===== src/rtl/erahl_pkg.sv =====
// shared types and constants for the echo range averaging lamp block
`timescale 1ns / 1ps

package erahl_pkg;

    // average and threshold width, centimetres
    localparam int AVG_W = 11;
    localparam logic [AVG_W-1:0] AVG_MAX = {AVG_W{1'b1}};

    // lamp codes
    localparam int LAMP_W = 2;
    localparam logic [LAMP_W-1:0] LAMP_RED    = 2'd0;
    localparam logic [LAMP_W-1:0] LAMP_YELLOW = 2'd1;
    localparam logic [LAMP_W-1:0] LAMP_GREEN  = 2'd2;

    // configuration register indexes
    localparam int CFG_IDX_W = 8;
    localparam logic [CFG_IDX_W-1:0] CFG_RED_ON_BELOW    = 8'd0;
    localparam logic [CFG_IDX_W-1:0] CFG_RED_OFF_ABOVE   = 8'd1;
    localparam logic [CFG_IDX_W-1:0] CFG_GREEN_OFF_BELOW = 8'd2;
    localparam logic [CFG_IDX_W-1:0] CFG_GREEN_ON_ABOVE  = 8'd3;

    // threshold reset values
    localparam logic [AVG_W-1:0] RST_RED_ON_BELOW    = 11'd80;
    localparam logic [AVG_W-1:0] RST_RED_OFF_ABOVE   = 11'd140;
    localparam logic [AVG_W-1:0] RST_GREEN_OFF_BELOW = 11'd275;
    localparam logic [AVG_W-1:0] RST_GREEN_ON_ABOVE  = 11'd305;

    typedef struct packed {
        logic [AVG_W-1:0] red_on_below;
        logic [AVG_W-1:0] red_off_above;
        logic [AVG_W-1:0] green_off_below;
        logic [AVG_W-1:0] green_on_above;
    } thresholds_t;

endpackage


===== src/rtl/erahl_lamp_next.sv =====
// lamp decision for one batch average: direct set on the first batch, hysteresis after
`timescale 1ns / 1ps

module erahl_lamp_next
    import erahl_pkg::*;
(
    input  logic [AVG_W-1:0]  average,
    input  thresholds_t       thresholds,
    input  logic [LAMP_W-1:0] lamp_cur,
    input  logic              first_done,
    output logic [LAMP_W-1:0] lamp_next
);

    always_comb begin
        lamp_next = LAMP_RED;
        if (!first_done) begin
            if (average < thresholds.red_off_above) begin
                lamp_next = LAMP_RED;
            end else if (average > thresholds.green_on_above) begin
                lamp_next = LAMP_GREEN;
            end else begin
                lamp_next = LAMP_YELLOW;
            end
        end else begin
            case (lamp_cur)
                LAMP_RED: begin
                    lamp_next = (average > thresholds.red_off_above) ? LAMP_YELLOW : LAMP_RED;
                end
                LAMP_YELLOW: begin
                    if (average <= thresholds.red_on_below) begin
                        lamp_next = LAMP_RED;
                    end else if (average > thresholds.green_on_above) begin
                        lamp_next = LAMP_GREEN;
                    end else begin
                        lamp_next = LAMP_YELLOW;
                    end
                end
                LAMP_GREEN: begin
                    lamp_next = (average <= thresholds.green_off_below) ? LAMP_YELLOW
                                                                        : LAMP_GREEN;
                end
                // unused code falls back to red
                default: begin
                    lamp_next = LAMP_RED;
                end
            endcase
        end
    end

endmodule


===== src/rtl/echo_range_average_hysteresis_lamp.sv =====
// top level: echo width to distance, batch averaging and three-lamp hysteresis
`timescale 1ns / 1ps

// Usage
//   s_ channel: one echo width in timer ticks per transaction (s_tdata).
//   m_ channel: one transaction per completed batch of SAMPLES_PER_AVERAGE
//   samples, carrying the lamp (0 red, 1 yellow, 2 green) and the truncated
//   batch average in centimetres, saturated to 2047.
//   cfg_ channel: threshold writes, index 0..3; other indexes are dropped.
//   Write thresholds only while no batch is in flight.
// Timing
//   Four register stages: input, distance, batch sum, result. The last sample
//   of a batch goes through all four to reach m_tdata; one sample is taken
//   every cycle while s_tready is high. The distance conversion and the divide
//   by the batch size are reciprocal multiplies, one per stage.
// Reset and stall
//   aresetn clears the running sum, the sample count, the lamp (red) and the
//   first-batch flag, and restores the threshold defaults.
//   While m_tready is low the result holds; samples that do not close a batch
//   still flow, and s_tready drops only once a finished batch cannot advance.

module echo_range_average_hysteresis_lamp
    import erahl_pkg::*;
#(
    parameter int SAMPLES_PER_AVERAGE = 10,
    parameter int COUNT_WIDTH = 16
) (
    input  logic                                   aclk,
    input  logic                                   aresetn,
    input  logic                                   s_tvalid,
    output logic                                   s_tready,
    // [COUNT_WIDTH-1:0] echo_count, upper bits zero
    input  logic [((COUNT_WIDTH + 7) / 8) * 8 - 1:0] s_tdata,
    output logic                                   m_tvalid,
    input  logic                                   m_tready,
    // [1:0] lamp, [12:2] average_cm, [15:13] zero
    output logic [15:0]                            m_tdata,
    input  logic                                   cfg_valid,
    output logic                                   cfg_ready,
    input  logic [CFG_IDX_W-1:0]                   cfg_index,
    input  logic [AVG_W-1:0]                       cfg_data
);

    // tick to cm: floor(floor(c/2) * 17 / 500), exact reciprocal multiply
    localparam int H_W        = COUNT_WIDTH - 1;
    localparam int X_W        = COUNT_WIDTH + 4;
    localparam int CM_SHIFT   = X_W + 9;
    localparam int CM_W       = X_W - 8;
    localparam int CM_PROD_W  = 2 * X_W + 1;
    localparam logic [63:0] CM_RECIP = ((64'd1 << CM_SHIFT) + 64'd499) / 64'd500;

    // batch sum and divide by the batch size
    localparam int SUM_W      = CM_W + $clog2(SAMPLES_PER_AVERAGE + 1);
    localparam int DIV_L      = $clog2(SAMPLES_PER_AVERAGE);
    localparam int AV_SHIFT   = SUM_W + DIV_L;
    localparam int AV_PROD_W  = AV_SHIFT + SUM_W + 1;
    localparam logic [63:0] AV_RECIP =
        ((64'd1 << AV_SHIFT) + 64'(SAMPLES_PER_AVERAGE) - 64'd1) / 64'(SAMPLES_PER_AVERAGE);
    localparam int Q_W        = (SUM_W > AVG_W) ? SUM_W : AVG_W + 1;

    localparam int CNT_W      = $clog2(SAMPLES_PER_AVERAGE + 1);
    localparam logic [CNT_W-1:0] CNT_LAST = CNT_W'(SAMPLES_PER_AVERAGE - 1);

    // configuration
    thresholds_t thr_reg;

    // pipeline registers
    logic                   in_v_reg;
    logic [COUNT_WIDTH-1:0] in_count_reg;
    logic                   cm_v_reg;
    logic [CM_W-1:0]        cm_reg;
    logic [SUM_W-1:0]       sum_reg;
    logic [CNT_W-1:0]       cnt_reg;
    logic                   b_v_reg;
    logic [SUM_W-1:0]       b_sum_reg;
    logic                   out_v_reg;
    logic [LAMP_W-1:0]      out_lamp_reg;
    logic [AVG_W-1:0]       out_avg_reg;
    logic [LAMP_W-1:0]      lamp_state_reg;
    logic                   first_done_reg;

    // handshake chain
    logic out_free, b_fire, b_free, cm_done, cm_fire, cm_free, in_fire, in_free;

    assign out_free = !out_v_reg || m_tready;
    assign b_fire   = b_v_reg && out_free;
    assign b_free   = !b_v_reg || out_free;
    assign cm_done  = (cnt_reg == CNT_LAST);
    // only the batch-closing sample needs room in the batch stage
    assign cm_fire  = cm_v_reg && (!cm_done || b_free);
    assign cm_free  = !cm_v_reg || cm_fire;
    assign in_fire  = in_v_reg && cm_free;
    assign in_free  = !in_v_reg || cm_free;

    assign s_tready  = in_free;
    assign cfg_ready = 1'b1;

    // distance conversion
    logic [H_W-1:0]       half_count;
    logic [X_W-1:0]       scaled;
    logic [CM_PROD_W-1:0] cm_prod;
    logic [CM_W-1:0]      cm_next;

    assign half_count = in_count_reg[COUNT_WIDTH-1:1];
    assign scaled     = (X_W'(half_count) << 4) + X_W'(half_count);
    assign cm_prod    = CM_PROD_W'(scaled) * CM_PROD_W'(CM_RECIP[X_W:0]);
    assign cm_next    = cm_prod[CM_SHIFT +: CM_W];

    // accumulate
    logic [SUM_W-1:0] sum_next;
    assign sum_next = sum_reg + SUM_W'(cm_reg);

    // batch average with saturation
    logic [AV_PROD_W-1:0] av_prod;
    logic [Q_W-1:0]       quot;
    logic [AVG_W-1:0]     avg_sat;
    logic [LAMP_W-1:0]    lamp_next;

    assign av_prod = AV_PROD_W'(b_sum_reg) * AV_PROD_W'(AV_RECIP[SUM_W:0]);
    assign quot    = Q_W'(av_prod[AV_SHIFT +: SUM_W]);
    assign avg_sat = (quot > Q_W'(AVG_MAX)) ? AVG_MAX : quot[AVG_W-1:0];

    erahl_lamp_next u_lamp_next (
        .average    (avg_sat),
        .thresholds (thr_reg),
        .lamp_cur   (lamp_state_reg),
        .first_done (first_done_reg),
        .lamp_next  (lamp_next)
    );

    // configuration writes
    always_ff @(posedge aclk) begin
        if (!aresetn) begin
            thr_reg.red_on_below    <= RST_RED_ON_BELOW;
            thr_reg.red_off_above   <= RST_RED_OFF_ABOVE;
            thr_reg.green_off_below <= RST_GREEN_OFF_BELOW;
            thr_reg.green_on_above  <= RST_GREEN_ON_ABOVE;
        end else if (cfg_valid) begin
            case (cfg_index)
                CFG_RED_ON_BELOW:    thr_reg.red_on_below    <= cfg_data;
                CFG_RED_OFF_ABOVE:   thr_reg.red_off_above   <= cfg_data;
                CFG_GREEN_OFF_BELOW: thr_reg.green_off_below <= cfg_data;
                CFG_GREEN_ON_ABOVE:  thr_reg.green_on_above  <= cfg_data;
                default: begin
                end
            endcase
        end
    end

    // control state
    always_ff @(posedge aclk) begin
        if (!aresetn) begin
            in_v_reg       <= 1'b0;
            cm_v_reg       <= 1'b0;
            b_v_reg        <= 1'b0;
            out_v_reg      <= 1'b0;
            sum_reg        <= '0;
            cnt_reg        <= '0;
            lamp_state_reg <= LAMP_RED;
            first_done_reg <= 1'b0;
        end else begin
            if (in_free) begin
                in_v_reg <= s_tvalid;
            end
            if (cm_free) begin
                cm_v_reg <= in_v_reg;
            end
            if (b_free) begin
                b_v_reg <= cm_fire && cm_done;
            end
            if (out_free) begin
                out_v_reg <= b_v_reg;
            end
            if (cm_fire) begin
                if (cm_done) begin
                    sum_reg <= '0;
                    cnt_reg <= '0;
                end else begin
                    sum_reg <= sum_next;
                    cnt_reg <= cnt_reg + 1'b1;
                end
            end
            if (b_fire) begin
                lamp_state_reg <= lamp_next;
                first_done_reg <= 1'b1;
            end
        end
    end

    // payload
    always_ff @(posedge aclk) begin
        if (s_tvalid && in_free) begin
            in_count_reg <= s_tdata[COUNT_WIDTH-1:0];
        end
        if (in_fire) begin
            cm_reg <= cm_next;
        end
        if (cm_fire && cm_done) begin
            b_sum_reg <= sum_next;
        end
        if (b_fire) begin
            out_lamp_reg <= lamp_next;
            out_avg_reg  <= avg_sat;
        end
    end

    assign m_tvalid = out_v_reg;
    assign m_tdata  = {3'b000, out_avg_reg, out_lamp_reg};

endmodule

===== config.mk =====
export PLATFORM = sky130hd
export DESIGN_NAME = echo_range_average_hysteresis_lamp
export DESIGN_NICKNAME = d
export VERILOG_FILES = /design/src/rtl/erahl_pkg.sv /design/src/rtl/erahl_lamp_next.sv /design/src/rtl/echo_range_average_hysteresis_lamp.sv
export SDC_FILE = /design/constraint.sdc
export NUM_CORES = 1
export LEC_CHECK = 0
export ABC_CLOCK_PERIOD_IN_PS = 9400
export BUFFER_PORTS_ARGS = -buffer_cell sky130_fd_sc_hd__buf_2
export CAP_MARGIN = 10
export CORE_UTILIZATION = 40
export CTS_CLUSTER_DIAMETER = 60
export CTS_CLUSTER_SIZE = 30
export DETAILED_ROUTE_END_ITERATION = 8
export GPL_TIMING_DRIVEN = 1
export PLACE_DENSITY_LB_ADDON = 0.08
export SLEW_MARGIN = 20
export SYNTH_ARGS = -nofsm -noshare
export SYNTH_HDL_FRONTEND = slang
export SYNTH_SLANG_ARGS = --single-unit

===== constraint.sdc =====
create_clock -name aclk -period 9.4 [get_ports aclk]
set_clock_uncertainty 0.15 [all_clocks]
set_input_delay 0.47 -clock aclk [delete_from_list [all_inputs] [get_ports aclk]]
set_output_delay 0.47 -clock aclk [all_outputs]
set_load 0.02 [all_outputs]

* Word-level counts from Yosys, hierarchy flattened
Cells that the tools add are included.
** Storage, ports and cells
- Register bits :: 128
- Input port bits :: 40
- Word-level logic and storage cells :: 65
- Output and inout bits :: 19
** Operators by class
- Multiplexer cells :: 10
- Add/subtract/negate cells :: 3
- $lt $le $gt $ge :: 6
- Reduce and logical (&&, ||, !) cells :: 21
- Multipliers :: 2
- Eq/ne operators :: 6
** Operator list (number)
- 20-bit by 20-bit multiplier with 40-bit output (second input constant) :: 1
- 16-bit by 16-bit multiplier with 32-bit output (second input constant) :: 1
- 11-bit greater-than comparator :: 2
- 11-bit <= comparator :: 2
- 19-bit by 15-bit adder with 20-bit output :: 1
- 16-bit by 12-bit adder with 16-bit output :: 1
- 8-bit by 2-bit equality test with 1-bit output (second input constant) :: 2
- 16-bit two-way mux :: 1
- 13-bit by 11-bit greater-than comparator with 1-bit output (second input constant) :: 1
- 11-bit < comparator :: 1
- 11-bit two-way mux :: 1
- 2-bit two-way mux :: 5
- 8-bit by 1-bit equality test with 1-bit output (second input constant) :: 1
- 8-bit logical NOT :: 1
- 2-bit AND reduction :: 4
- 2-bit one-hot mux with 3 select lines :: 1
- 1-bit logical AND :: 5
- 1-bit logical NOT :: 5
- 1-bit logical OR :: 5
- 4-bit by 1-bit adder with 4-bit output (second input constant) :: 1
- 4-bit equality test (second input constant) :: 1
- 4-bit two-way mux :: 1
- 2-bit by 1-bit equality test with 1-bit output (second input constant) :: 1
- 2-bit equality test (second input constant) :: 1
- other kinds (2) :: 2

* Longest topological paths before layout
Gate-level depths: netlist of the first run.
- Depth in word-level cells :: 8
- Mapped depth :: 31
- Gate-level depth less buffers :: 30

* By module
Synthesis of the first run repeated with hierarchy kept, for this count alone.
** Second synthesis, totals
- Cells, all modules :: 1682
- Area total of the unflattened synthesis :: 16194.3 um^2
** By module, submodules not included
- echo_range_average_hysteresis_lamp :: seq. area each 3103.0 um^2, instances 1, cells each 1524, area an instance 15018.2 um^2
- erahl_lamp_next :: seq. area each 0.0 um^2, instances 1, cells each 158, area an instance 1176.1 um^2

* Least setup slack after synthesis of the first run
Ideal clock, no wire load.
- Path type :: register to register
- Start :: register in_count_reg[1]
- End :: register cm_reg[10] (data pin)
- Slack :: 2.249 ns
- Buffers on the path :: 0
- Setup time :: 0.279 ns
- Period minus slack after synthesis :: 7.151 ns
- Required time :: 8.971 ns
- Arrival :: 6.722 ns
- Stages on the path, launching flop included :: 28
- Cell sequence :: edfxtp_1 > ha_1 > fa_1 > a21o_1 > a21oi_1 > nor2b_1 > o21a_1 > o31a_1 > a21oi_1 > xnor2_1 > ha_1 > ha_1 > fa_1 > inv_1 > fa_1 > inv_1 > fa_1 > ha_1 > ha_1 > ha_1 > a21oi_1 > nor2_1 > a211oi_1 > o211ai_1 > o211ai_1 > a31oi_1 > a221oi_2 > xnor2_1
** Between the ends
- Word-level cells in the longest chain between the ends :: 2
** Ends and longest elaborated chain
- from (decl) :: line echo_range_average_hysteresis_lamp.sv:69 : logic [COUNT_WIDTH-1:0] in_count_reg;
- from (signal assigned) :: line echo_range_average_hysteresis_lamp.sv:193 : in_count_reg <= s_tdata[COUNT_WIDTH-1:0];
- 19-bit by 15-bit adder with 20-bit output :: line echo_range_average_hysteresis_lamp.sv:105 : assign scaled = (X_W'(half_count) << 4) + X_W'(half_count);
- 20-bit by 20-bit multiplier with 40-bit output :: line echo_range_average_hysteresis_lamp.sv:106 : assign cm_prod = CM_PROD_W'(scaled) * CM_PROD_W'(CM_RECIP[X_W:0]);
- named net cm_prod[39] :: line echo_range_average_hysteresis_lamp.sv:101 : logic [CM_PROD_W-1:0] cm_prod;
- to (signal assigned) :: line echo_range_average_hysteresis_lamp.sv:196 : cm_reg <= cm_next;
- to (decl) :: line echo_range_average_hysteresis_lamp.sv:71 : logic [CM_W-1:0] cm_reg;
The timed path passes the listed nets, and every way through them passes these cells.
A chain may end at the register's enable or synchronous reset.

* Worst setup path in the final report of the first run
Ends and elaborated chain as after synthesis.

==> metrics.txt, run 1 <==
status complete, no violations; global route total overflow 0; crit path DAT 8.23 ns; Post-CTS Hold Fix Bufs 0; Clock Tree Root clkbuf_16; fraction of layout cells with a size suffix above 1 0.0663; Detailed Routing Iterations Pass 1 4; initial antenna violation count 0; sequential fraction of the synthesis area 0.192; worst r2r path cells 27; routability cong. 0.813; Slew HR 0.278; EDFF count, synth 56; number of synthesized register bits 127; Worst-Skew Late Latency 0.45 ns; Startpoint Class flop; largest net degree at the start of global routing 55; RSZ-0062 raised after global routing false; Netlist Area Pre-Place 0.0162 mm²; die height 203 µm; Inserted Clock Buffers 17; Cells after DPL 2213; CP required 9.45 ns; top post-synthesis cells by area ha_1 28%, fa_1 21%, edfxtp_1 10%; crit path to cm_reg[10]; Setup crit start in_count_reg[1]; max frequency 122 MHz; worst min path class in -> reg; Synth area leader ha_1; DRC violations left 0; clock slew at reported path FFs 0.06 ns; max cap viols 0; Synth Flop Type dfxtp_1; # clock sinks 127; setup TNS 0 ns; hpwl dp 31300 µm; CTS tree yes; R2R Setup Slk 1.22 ns; Syn Inst Count 1638; Distinct cells, synth 69; vias in the first global route 11900; I/O Buffers 53; clock buffer depth 2; post-route ant nets 0; Top Ports 59; number of core rows 73; Ys Warns 0; # Post-CTS Setup Buffers 0; n_diodes 0; Post-DP Area 0.0171 mm²; final non-filler cell total 2245; most frequent cells in the layout 382 x inv_1, 366 x ha_1, 166 x fa_1; worst r2r src in_count_reg[1]; H-tree levels 4; most common cell after layout, fill and taps aside inv_1; core box area 0.0398 mm²; P&R area growth vs syn 9.78%; Final Hold Viols 0; vias per inst 4.95; Largest register FFs 44; fill count 3950; Initial Utilization 0.406; layout net count 2279; asr flop ratio synth 0; slew of the pin with the lowest slew margin 1.08 ns; syn avg cell area 9.88 µm²; worst-path fanout max 6; final instance area 0.0178 mm²; DRT iter0 DRCs 385; Crit Path Class reg -> reg; worst hold margin 0.0401 ns; period utilization 0.870; # setup viols final 0; Avg WL per Cell 16.5 µm; GRT Util Overall 0.193; Final Max Slew Viols 0; Setup crit end kind flop; Reg2Reg Capture Point cm_reg[10]; Resized cells post-CTS 0; post-synth top area share 0.283; die width 203 µm; via count 11100; die footprint 0.0413 mm²; first-pass GRT wire length 61000 µm; Routed WL 37100 µm; crit path time final 8.18 ns
## worst min-delay path by stage
stage / startpoint / to / slack, ns / depth (start not counted)
after CTS: s_tdata[11] / in_count_reg[11] / 0.002 / 1
after floorplan: sum_reg[0] / sum_reg[0] / 0.29 / 2
after global placement: sum_reg[2] / sum_reg[2] / 0.29 / 2
after detailed placement: sum_reg[0] / sum_reg[0] / 0.30 / 2
final: s_tdata[11] / in_count_reg[11] / 0.04 / 1
after global routing: s_tdata[2] / in_count_reg[2] / 0.01 / 1
## critical path, stage by stage (launching register included)
cell	delay, ns
edfxtp_1	0.56
ha_1	0.30
fa_1	0.42
a21o_1	0.18
a21oi_1	0.22
nor2b_1	0.08
o21a_1	0.20
o311ai_1	0.33
a31oi_1	0.17
o21ai_0	0.22
xnor2_1	0.50
ha_1	0.42
ha_1	0.31
ha_1	0.27
inv_1	0.05
fa_1	0.57
inv_1	0.08
fa_1	0.42
ha_1	0.28
ha_1	0.29
ha_1	0.39
a21o_1	0.20
a21oi_1	0.22
nor2_1	0.08
a211oi_1	0.30
a31oi_1	0.25
a221oi_2	0.37
xnor2_1	0.10
## layout make-up
class | count | area [µm²] | share of cell area
multi-input combinational | 1111 | 11600 | 0.650
sequential | 127 | 3100 | 0.175
inverter | 383 | 1440 | 0.0809
tap | 525 | 657 | 0.0370
clock buffer | 18 | 450 | 0.0254
timing repair buffer | 67 | 370 | 0.0209
clock inverter | 14 | 191 | 0.0108
## cell usage after synthesis, types with 3 or more instances
cell type  number
inv_1         382
edfxtp_1       56
o21ai_1         3
nand4_1        15
a221oi_1        3
nand3b_1        5
and3_1         11
mux2i_1        43
a211oi_1       13
o21ai_0        30
a31oi_1        12
ha_1          366
and2_1          4
a21o_1         28
nor3_1         10
or2_2           4
xnor2_1        31
o21a_1         16
nor2_1         88
clkbuf_1        8
dfxtp_1        71
a21oi_1        62
buf_1           3
nand3_1        28
nand2_1        50
nor2b_1        18
fa_1          166
a22oi_1         8
buf_4           4
o21bai_1        4
nand2b_1        9
or3_1           4
xor2_1         23
o211ai_1       13
## cell families after synthesis
family | after synthesis | synth area share
fa+ha+maj | 532 | 0.488
buf+inv | 402 | 0.0953
simple gates | 256 | 0.0769
compound gates | 222 | 0.0913
flops | 127 | 0.192
xor+xnor | 54 | 0.0292
mux | 43 | 0.0266
other cells | 2 | 0.000464
## metal layers
| metal | GRT usage | wire length (µm) |
|---|---|---|
| met3 | 0.0337 | 819 |
| met4 | 0.0448 | 509 |
| met1 | 0.233 | 16800 |
| met5 | 0 | 0 |
| met2 | 0.354 | 19000 |
## stage by stage
stage	util	worst slack, ns
global route	0.446	0.615
global placement	0.430	1.13
detailed placement	0.430	1.10
floorplan	-	2.25
finish	0.446	1.22
CTS	0.446	1.06
Power of run 1 is not shown: default switching activity piles up to over one toggle a cycle in this logic, so the estimate is an artifact.
==> run 2, diff against run 1 <==
--- a/config.mk
+++ b/config.mk
@@ -5,7 +5,7 @@
 export SDC_FILE = /design/constraint.sdc
 export NUM_CORES = 1
 export LEC_CHECK = 0
-export ABC_CLOCK_PERIOD_IN_PS = 9400
+export ABC_CLOCK_PERIOD_IN_PS = 8800
 export BUFFER_PORTS_ARGS = -buffer_cell sky130_fd_sc_hd__buf_2
 export CAP_MARGIN = 10
 export CORE_UTILIZATION = 40
==> constraint.sdc (replaced) <==
create_clock -name aclk -period 8.8 [get_ports aclk]
set_clock_uncertainty 0.15 [all_clocks]
set_input_delay 0.44 -clock aclk [delete_from_list [all_inputs] [get_ports aclk]]
set_output_delay 0.44 -clock aclk [all_outputs]
set_load 0.02 [all_outputs]
==> run 2 against run 1 <==
Net effect:
- global-route usage fell by 0.15 points
- count of clock-buffer cells in the layout down 1
- critical path depth is 2 lower
- flip-flop and latch count is the same
- hold slack worse by 0.015 ns
- cell area up 0.82%
- fmax rose by 0.40%
==> metrics.txt, run 2 (synthesized netlist as in run 1, its figures left out) <==
status complete, no violations; # setup viols final 0 (unchanged); setup TNS 0 ns (unchanged); Largest register FFs 44 (unchanged); number of core rows 73 (unchanged); pre-CTS WS 0.634 ns (-0.462 ns); DRT iter0 DRCs 409 (+6.2%); I/O Buffers 53 (unchanged); GRT Util Overall 0.192 (-0.00154); crit path time final 8.15 ns (-0.0325 ns); setup slack after layout 0.650 ns (-0.568 ns); Initial Utilization 0.406 (unchanged); uppermost layer routed met4; Setup crit end kind flop; max cap viols 0 (unchanged); fraction of layout cells with a size suffix above 1 0.0693 (+0.00300); WL met3 884 µm (+7.9%); Startpoint Class flop; CP required 8.85 ns (-0.60 ns); routability cong. 0.851 (+4.8%); Inserted Clock Buffers 17 (unchanged); Routed WL 36700 µm (-1.1%); Crit Path Class reg -> reg; Detailed Routing Iterations Pass 1 4 (unchanged); hpwl dp 31300 µm (-0.17%); Avg WL per Cell 16.3 µm (-1.6%); Slew HR 0.298 (+0.0199); Final Hold Viols 0 (unchanged); crit path DAT 8.20 ns (-0.03 ns); M1 wire length 16500 µm (-1.8%); vias per inst 4.91 (-0.81%); Worst-Skew Late Latency 0.44 ns (about the same); first-pass GRT wire length 60600 µm (-0.68%); global route total overflow 0 (unchanged); worst-path fanout max 12 (+6); largest net degree at the start of global routing 55 (unchanged); vias in the first global route 11700 (-1.5%); period utilization 0.926 (+0.0557); RSZ-0062 raised after global routing false; Final Max Slew Viols 0 (unchanged); fill count 3951 (+0.025%); die footprint 0.0413 mm² (unchanged); Clock Tree Root clkbuf_16; post-route ant nets 0 (unchanged); n_diodes 0 (unchanged); die height 203 µm (unchanged); core box area 0.0398 mm² (unchanged); slew of the pin with the lowest slew margin 1.05 ns (-0.0296 ns); P&R area growth vs syn 10.7%; clock slew at reported path FFs 0.06 ns (about the same); via count 11100 (-0.28%); die width 203 µm (unchanged); Top Ports 59 (unchanged); DRC violations left 0 (unchanged); most frequent cells in the layout 382 x inv_1, 366 x ha_1, 166 x fa_1; # clock sinks 127 (unchanged); Resized cells post-CTS 0 (unchanged); CTS tree yes; clock buffer depth 2 (unchanged); sequential cell area 0.00310 mm² (unchanged); most common cell after layout, fill and taps aside inv_1; layout net count 2291 (+0.53%); H-tree levels 4 (unchanged); max frequency 123 MHz (+0.40%); multi-input logic area 0.0116 mm² (about the same); initial antenna violation count 0 (unchanged); worst min path class in -> reg; routed wl met2 18600 µm (-2.1%)
[run 2: cell types whose count changed in the layout (fill, tap and decap cells not counted)]
cell,delta
buf_4,+6
clkinv_4,+1
bufinv_16,+2
a31oi_4,+1
clkbuf_16,-1
dlygate4sd3_1,+6
a31oi_2,-1
inv_2,-1
inv_6,-1
[run 2: worst paths after layout]
check / depth (start not counted) / slack (ns) / end / from
worst max-delay path: 25 / 0.65 / out_lamp_reg[0] / b_sum_reg[4]
worst min-delay path: 1 / 0.03 / in_count_reg[12] / s_tdata[12]
worst max register to register: 25 / 0.65 / out_lamp_reg[0] / b_sum_reg[4]
worst min register to register: 2 / 0.31 / sum_reg[2] / sum_reg[2]
[run 2: timing repair]
action | in CTS | in global routing
hold endpoints to repair | 6 | 0
setup endpoints to repair | 0 | 0
hold buffers | 6 | 0
setup buffers | 0 | 0
[run 2: layout make-up]
type | count | area share
Timing Repair Buffer | 79 | 0.0266
Tap cell | 525 | 0.0367
Sequential cell | 127 | 0.173
Inverter | 383 | 0.0804
Clock buffer | 17 | 0.0238
Multi-Input combinational cell | 1111 | 0.646
Clock inverter | 15 | 0.0138
[run 2: per-layer routing]
layer	track usage	vias up
met5	0	-
met4	0.0588	0
met3	0.0263	38
met2	0.346	96
met1	0.235	5332
li1	-	5621
[run 2: metrics by stage]
stage / instance area (µm²) / std cells / hold WS, ns / util
6_report: 17900 / 2257 / 0.0251 / 0.450
5_1_grt: 17900 / 2257 / 0.00238 / 0.450
4_1_cts: 17900 / 2257 / 0.000784 / 0.449
3_5_place_dp: 17200 / 2219 / 0.303 / 0.431
3_3_place_gp: 17200 / 2219 / 0.293 / 0.431
2_1_floorplan: 16200 / 1640 / 0.286 / -
[run 2: critical path, stage by stage, from the launching register on]
cell,delay (ns)
edfxtp_1,0.52
ha_1,0.45
xor2_1,0.20
ha_1,0.31
fa_1,0.53
inv_1,0.05
fa_1,0.54
inv_1,0.06
fa_1,0.53
inv_1,0.05
fa_1,0.52
inv_1,0.04
ha_1,0.39
and4_1,0.32
nand4_1,0.12
o21ai_1,0.47
o211ai_1,0.20
a31oi_2,0.41
o21bai_1,0.47
ha_1,0.39
and3_1,0.16
a221oi_1,0.42
o21a_1,0.21
o32ai_1,0.10
a21oi_1,0.22
inv_1,0.06
Power of run 2 is left out for the same reason.
==> run 3, diff against run 2 <==
--- a/config.mk
+++ b/config.mk
@@ -13,6 +13,7 @@
 export CTS_CLUSTER_SIZE = 30
 export DETAILED_ROUTE_END_ITERATION = 8
 export GPL_TIMING_DRIVEN = 1
+export MAX_ROUTING_LAYER = met4
 export PLACE_DENSITY_LB_ADDON = 0.08
 export SLEW_MARGIN = 20
 export SYNTH_ARGS = -nofsm -noshare
==> run 3 against run 2 <==
Net effect:
- hold slack better by 0.0026 ns
- via count is 0.22% higher
- utilization barely moved
- critical path depth is the same
- first-iteration DRC count up 2.9%
- final cell count stayed put
- fmax shrank 0.24%
- critical path type unchanged
- highest routed layer unchanged
==> metrics.txt, run 3 (synthesized netlist as in run 1, its figures left out) <==
Final Max Slew Viols 0 (unchanged); Slew HR 0.285 (-0.0130); Routed WL 36700 µm (about the same); first-pass GRT wire length 60600 µm (about the same); DRT iter0 DRCs 421 (+2.9%); layout net count 2291 (unchanged); Inserted Clock Buffers 17 (unchanged); Bufs and invs on worst path 5 (unchanged); Worst-Skew Late Latency 0.45 ns (about the same); Post-DP Area 0.0172 mm² (unchanged); largest net degree at the start of global routing 55 (unchanged); largest stage delay on the critical path 0.54 ns (about the same); clock buffer depth 2 (unchanged); global route total overflow 0 (unchanged); crit path time final 8.17 ns (+0.0192 ns); vias per inst 4.92 (+0.22%); max frequency 122 MHz (-0.24%); die height 203 µm (unchanged); DRC violations left 0 (unchanged); via count 11100 (+0.22%); CP required 8.85 ns (about the same); status complete, no violations; hpwl dp 31300 µm (unchanged); die footprint 0.0413 mm² (unchanged); core box area 0.0398 mm² (unchanged); worst-path fanout max 12 (unchanged); Setup crit start b_sum_reg[4]; H-tree levels 4 (unchanged); Setup crit end kind flop; setup TNS 0 ns (unchanged); RSZ-0062 raised after global routing false; worst r2r path cells 25 (unchanged); # setup viols final 0 (unchanged); most frequent cells in the layout 382 x inv_1, 366 x ha_1, 166 x fa_1; crit path DAT 8.22 ns (+0.02 ns); period utilization 0.928 (+0.00219); P&R area growth vs syn 10.6% (about the same); cell family with most CP delay adder cells; Top Ports 59 (unchanged); Detailed Routing Iterations Pass 1 4 (unchanged); number of core rows 73 (unchanged); post-route ant nets 0 (unchanged); crit path to out_lamp_reg[0]; # clock sinks 127 (unchanged); slew of the pin with the lowest slew margin 1.07 ns (+0.0194 ns); Initial Utilization 0.406 (unchanged); fraction of layout cells with a size suffix above 1 0.0693 (unchanged); Clock Tree Root clkbuf_16; CTS tree yes; GRT Util Overall 0.197 (+0.00543); Avg WL per Cell 16.3 µm (about the same); vias in the first global route 11700 (unchanged); Final Hold Viols 0 (unchanged); routability cong. 0.865 (+1.6%); CP most frequent cell inv_1; clock slew at reported path FFs 0.06 ns (about the same); Largest register FFs 44 (unchanged); worst min path class in -> reg; R2R Setup Slk 0.63 ns (-0.02 ns); final instance area 0.0179 mm² (about the same); Reg2Reg Capture Point out_lamp_reg[0]; max cap viols 0 (unchanged); worst r2r src b_sum_reg[4]; I/O Buffers 53 (unchanged); CP Depth 25 (unchanged); most common cell after layout, fill and taps aside inv_1; Startpoint Class flop; die width 203 µm (unchanged); slowest CP cell fa_1; initial antenna violation count 0 (unchanged); n_diodes 0 (unchanged); Crit Path Class reg -> reg
==> run 3: cell types whose count changed in the layout (fill, tap and decap cells not counted) <==
cell and change:
a31oi_2 +1, a31oi_4 -1
==> run 3: final cells by class <==
cell class | instances | area (µm²)
tap | 525 | 657
clock buffer | 17 | 425
multi-input combinational | 1111 | 11600
inverter | 383 | 1440
clock inverter | 15 | 246
fill | 3951 | 21900
sequential | 127 | 3100
timing repair buffer | 79 | 475
==> run 3: per-layer routing <==
metal	share of wire	wire, µm	GRT usage	vias to the layer above
met5	0	0	-	-
met4	0.020	737	0.0604	0
met3	0.022	807	0.0241	39
met2	0.51	18600	0.345	93
met1	0.45	16500	0.235	5356
li1	-	-	-	5623
==> run 3: worst min-delay path by stage <==
stage | end | start | cells past startpoint
floorplan | sum_reg[0] | sum_reg[0] | 2
global placement | sum_reg[2] | sum_reg[2] | 2
detailed placement | sum_reg[2] | sum_reg[2] | 2
finish | in_count_reg[12] | s_tdata[12] | 1
CTS | in_count_reg[8] | s_tdata[8] | 1
global route | in_count_reg[2] | s_tdata[2] | 1
==> run 3: stage by stage <==
stage | instances | hold WS (ns) | setup WS (ns) | utilization
floorplan | 1640 | 0.286 | 1.65 | -
global placement | 2219 | 0.293 | 0.677 | 0.431
detailed placement | 2219 | 0.303 | 0.634 | 0.431
CTS | 2257 | 0.000784 | 0.612 | 0.449
global route | 2257 | 0.00634 | 0.180 | 0.449
finish | 2257 | 0.0277 | 0.631 | 0.449
==> run 3: repair_timing <==
action	CTS	global route
setup buffers	0	0
endpoints found under the hold margin	6	0
gates resized for setup	0	0
hold buffers	6	0
Power of run 3 is left out for the same reason.
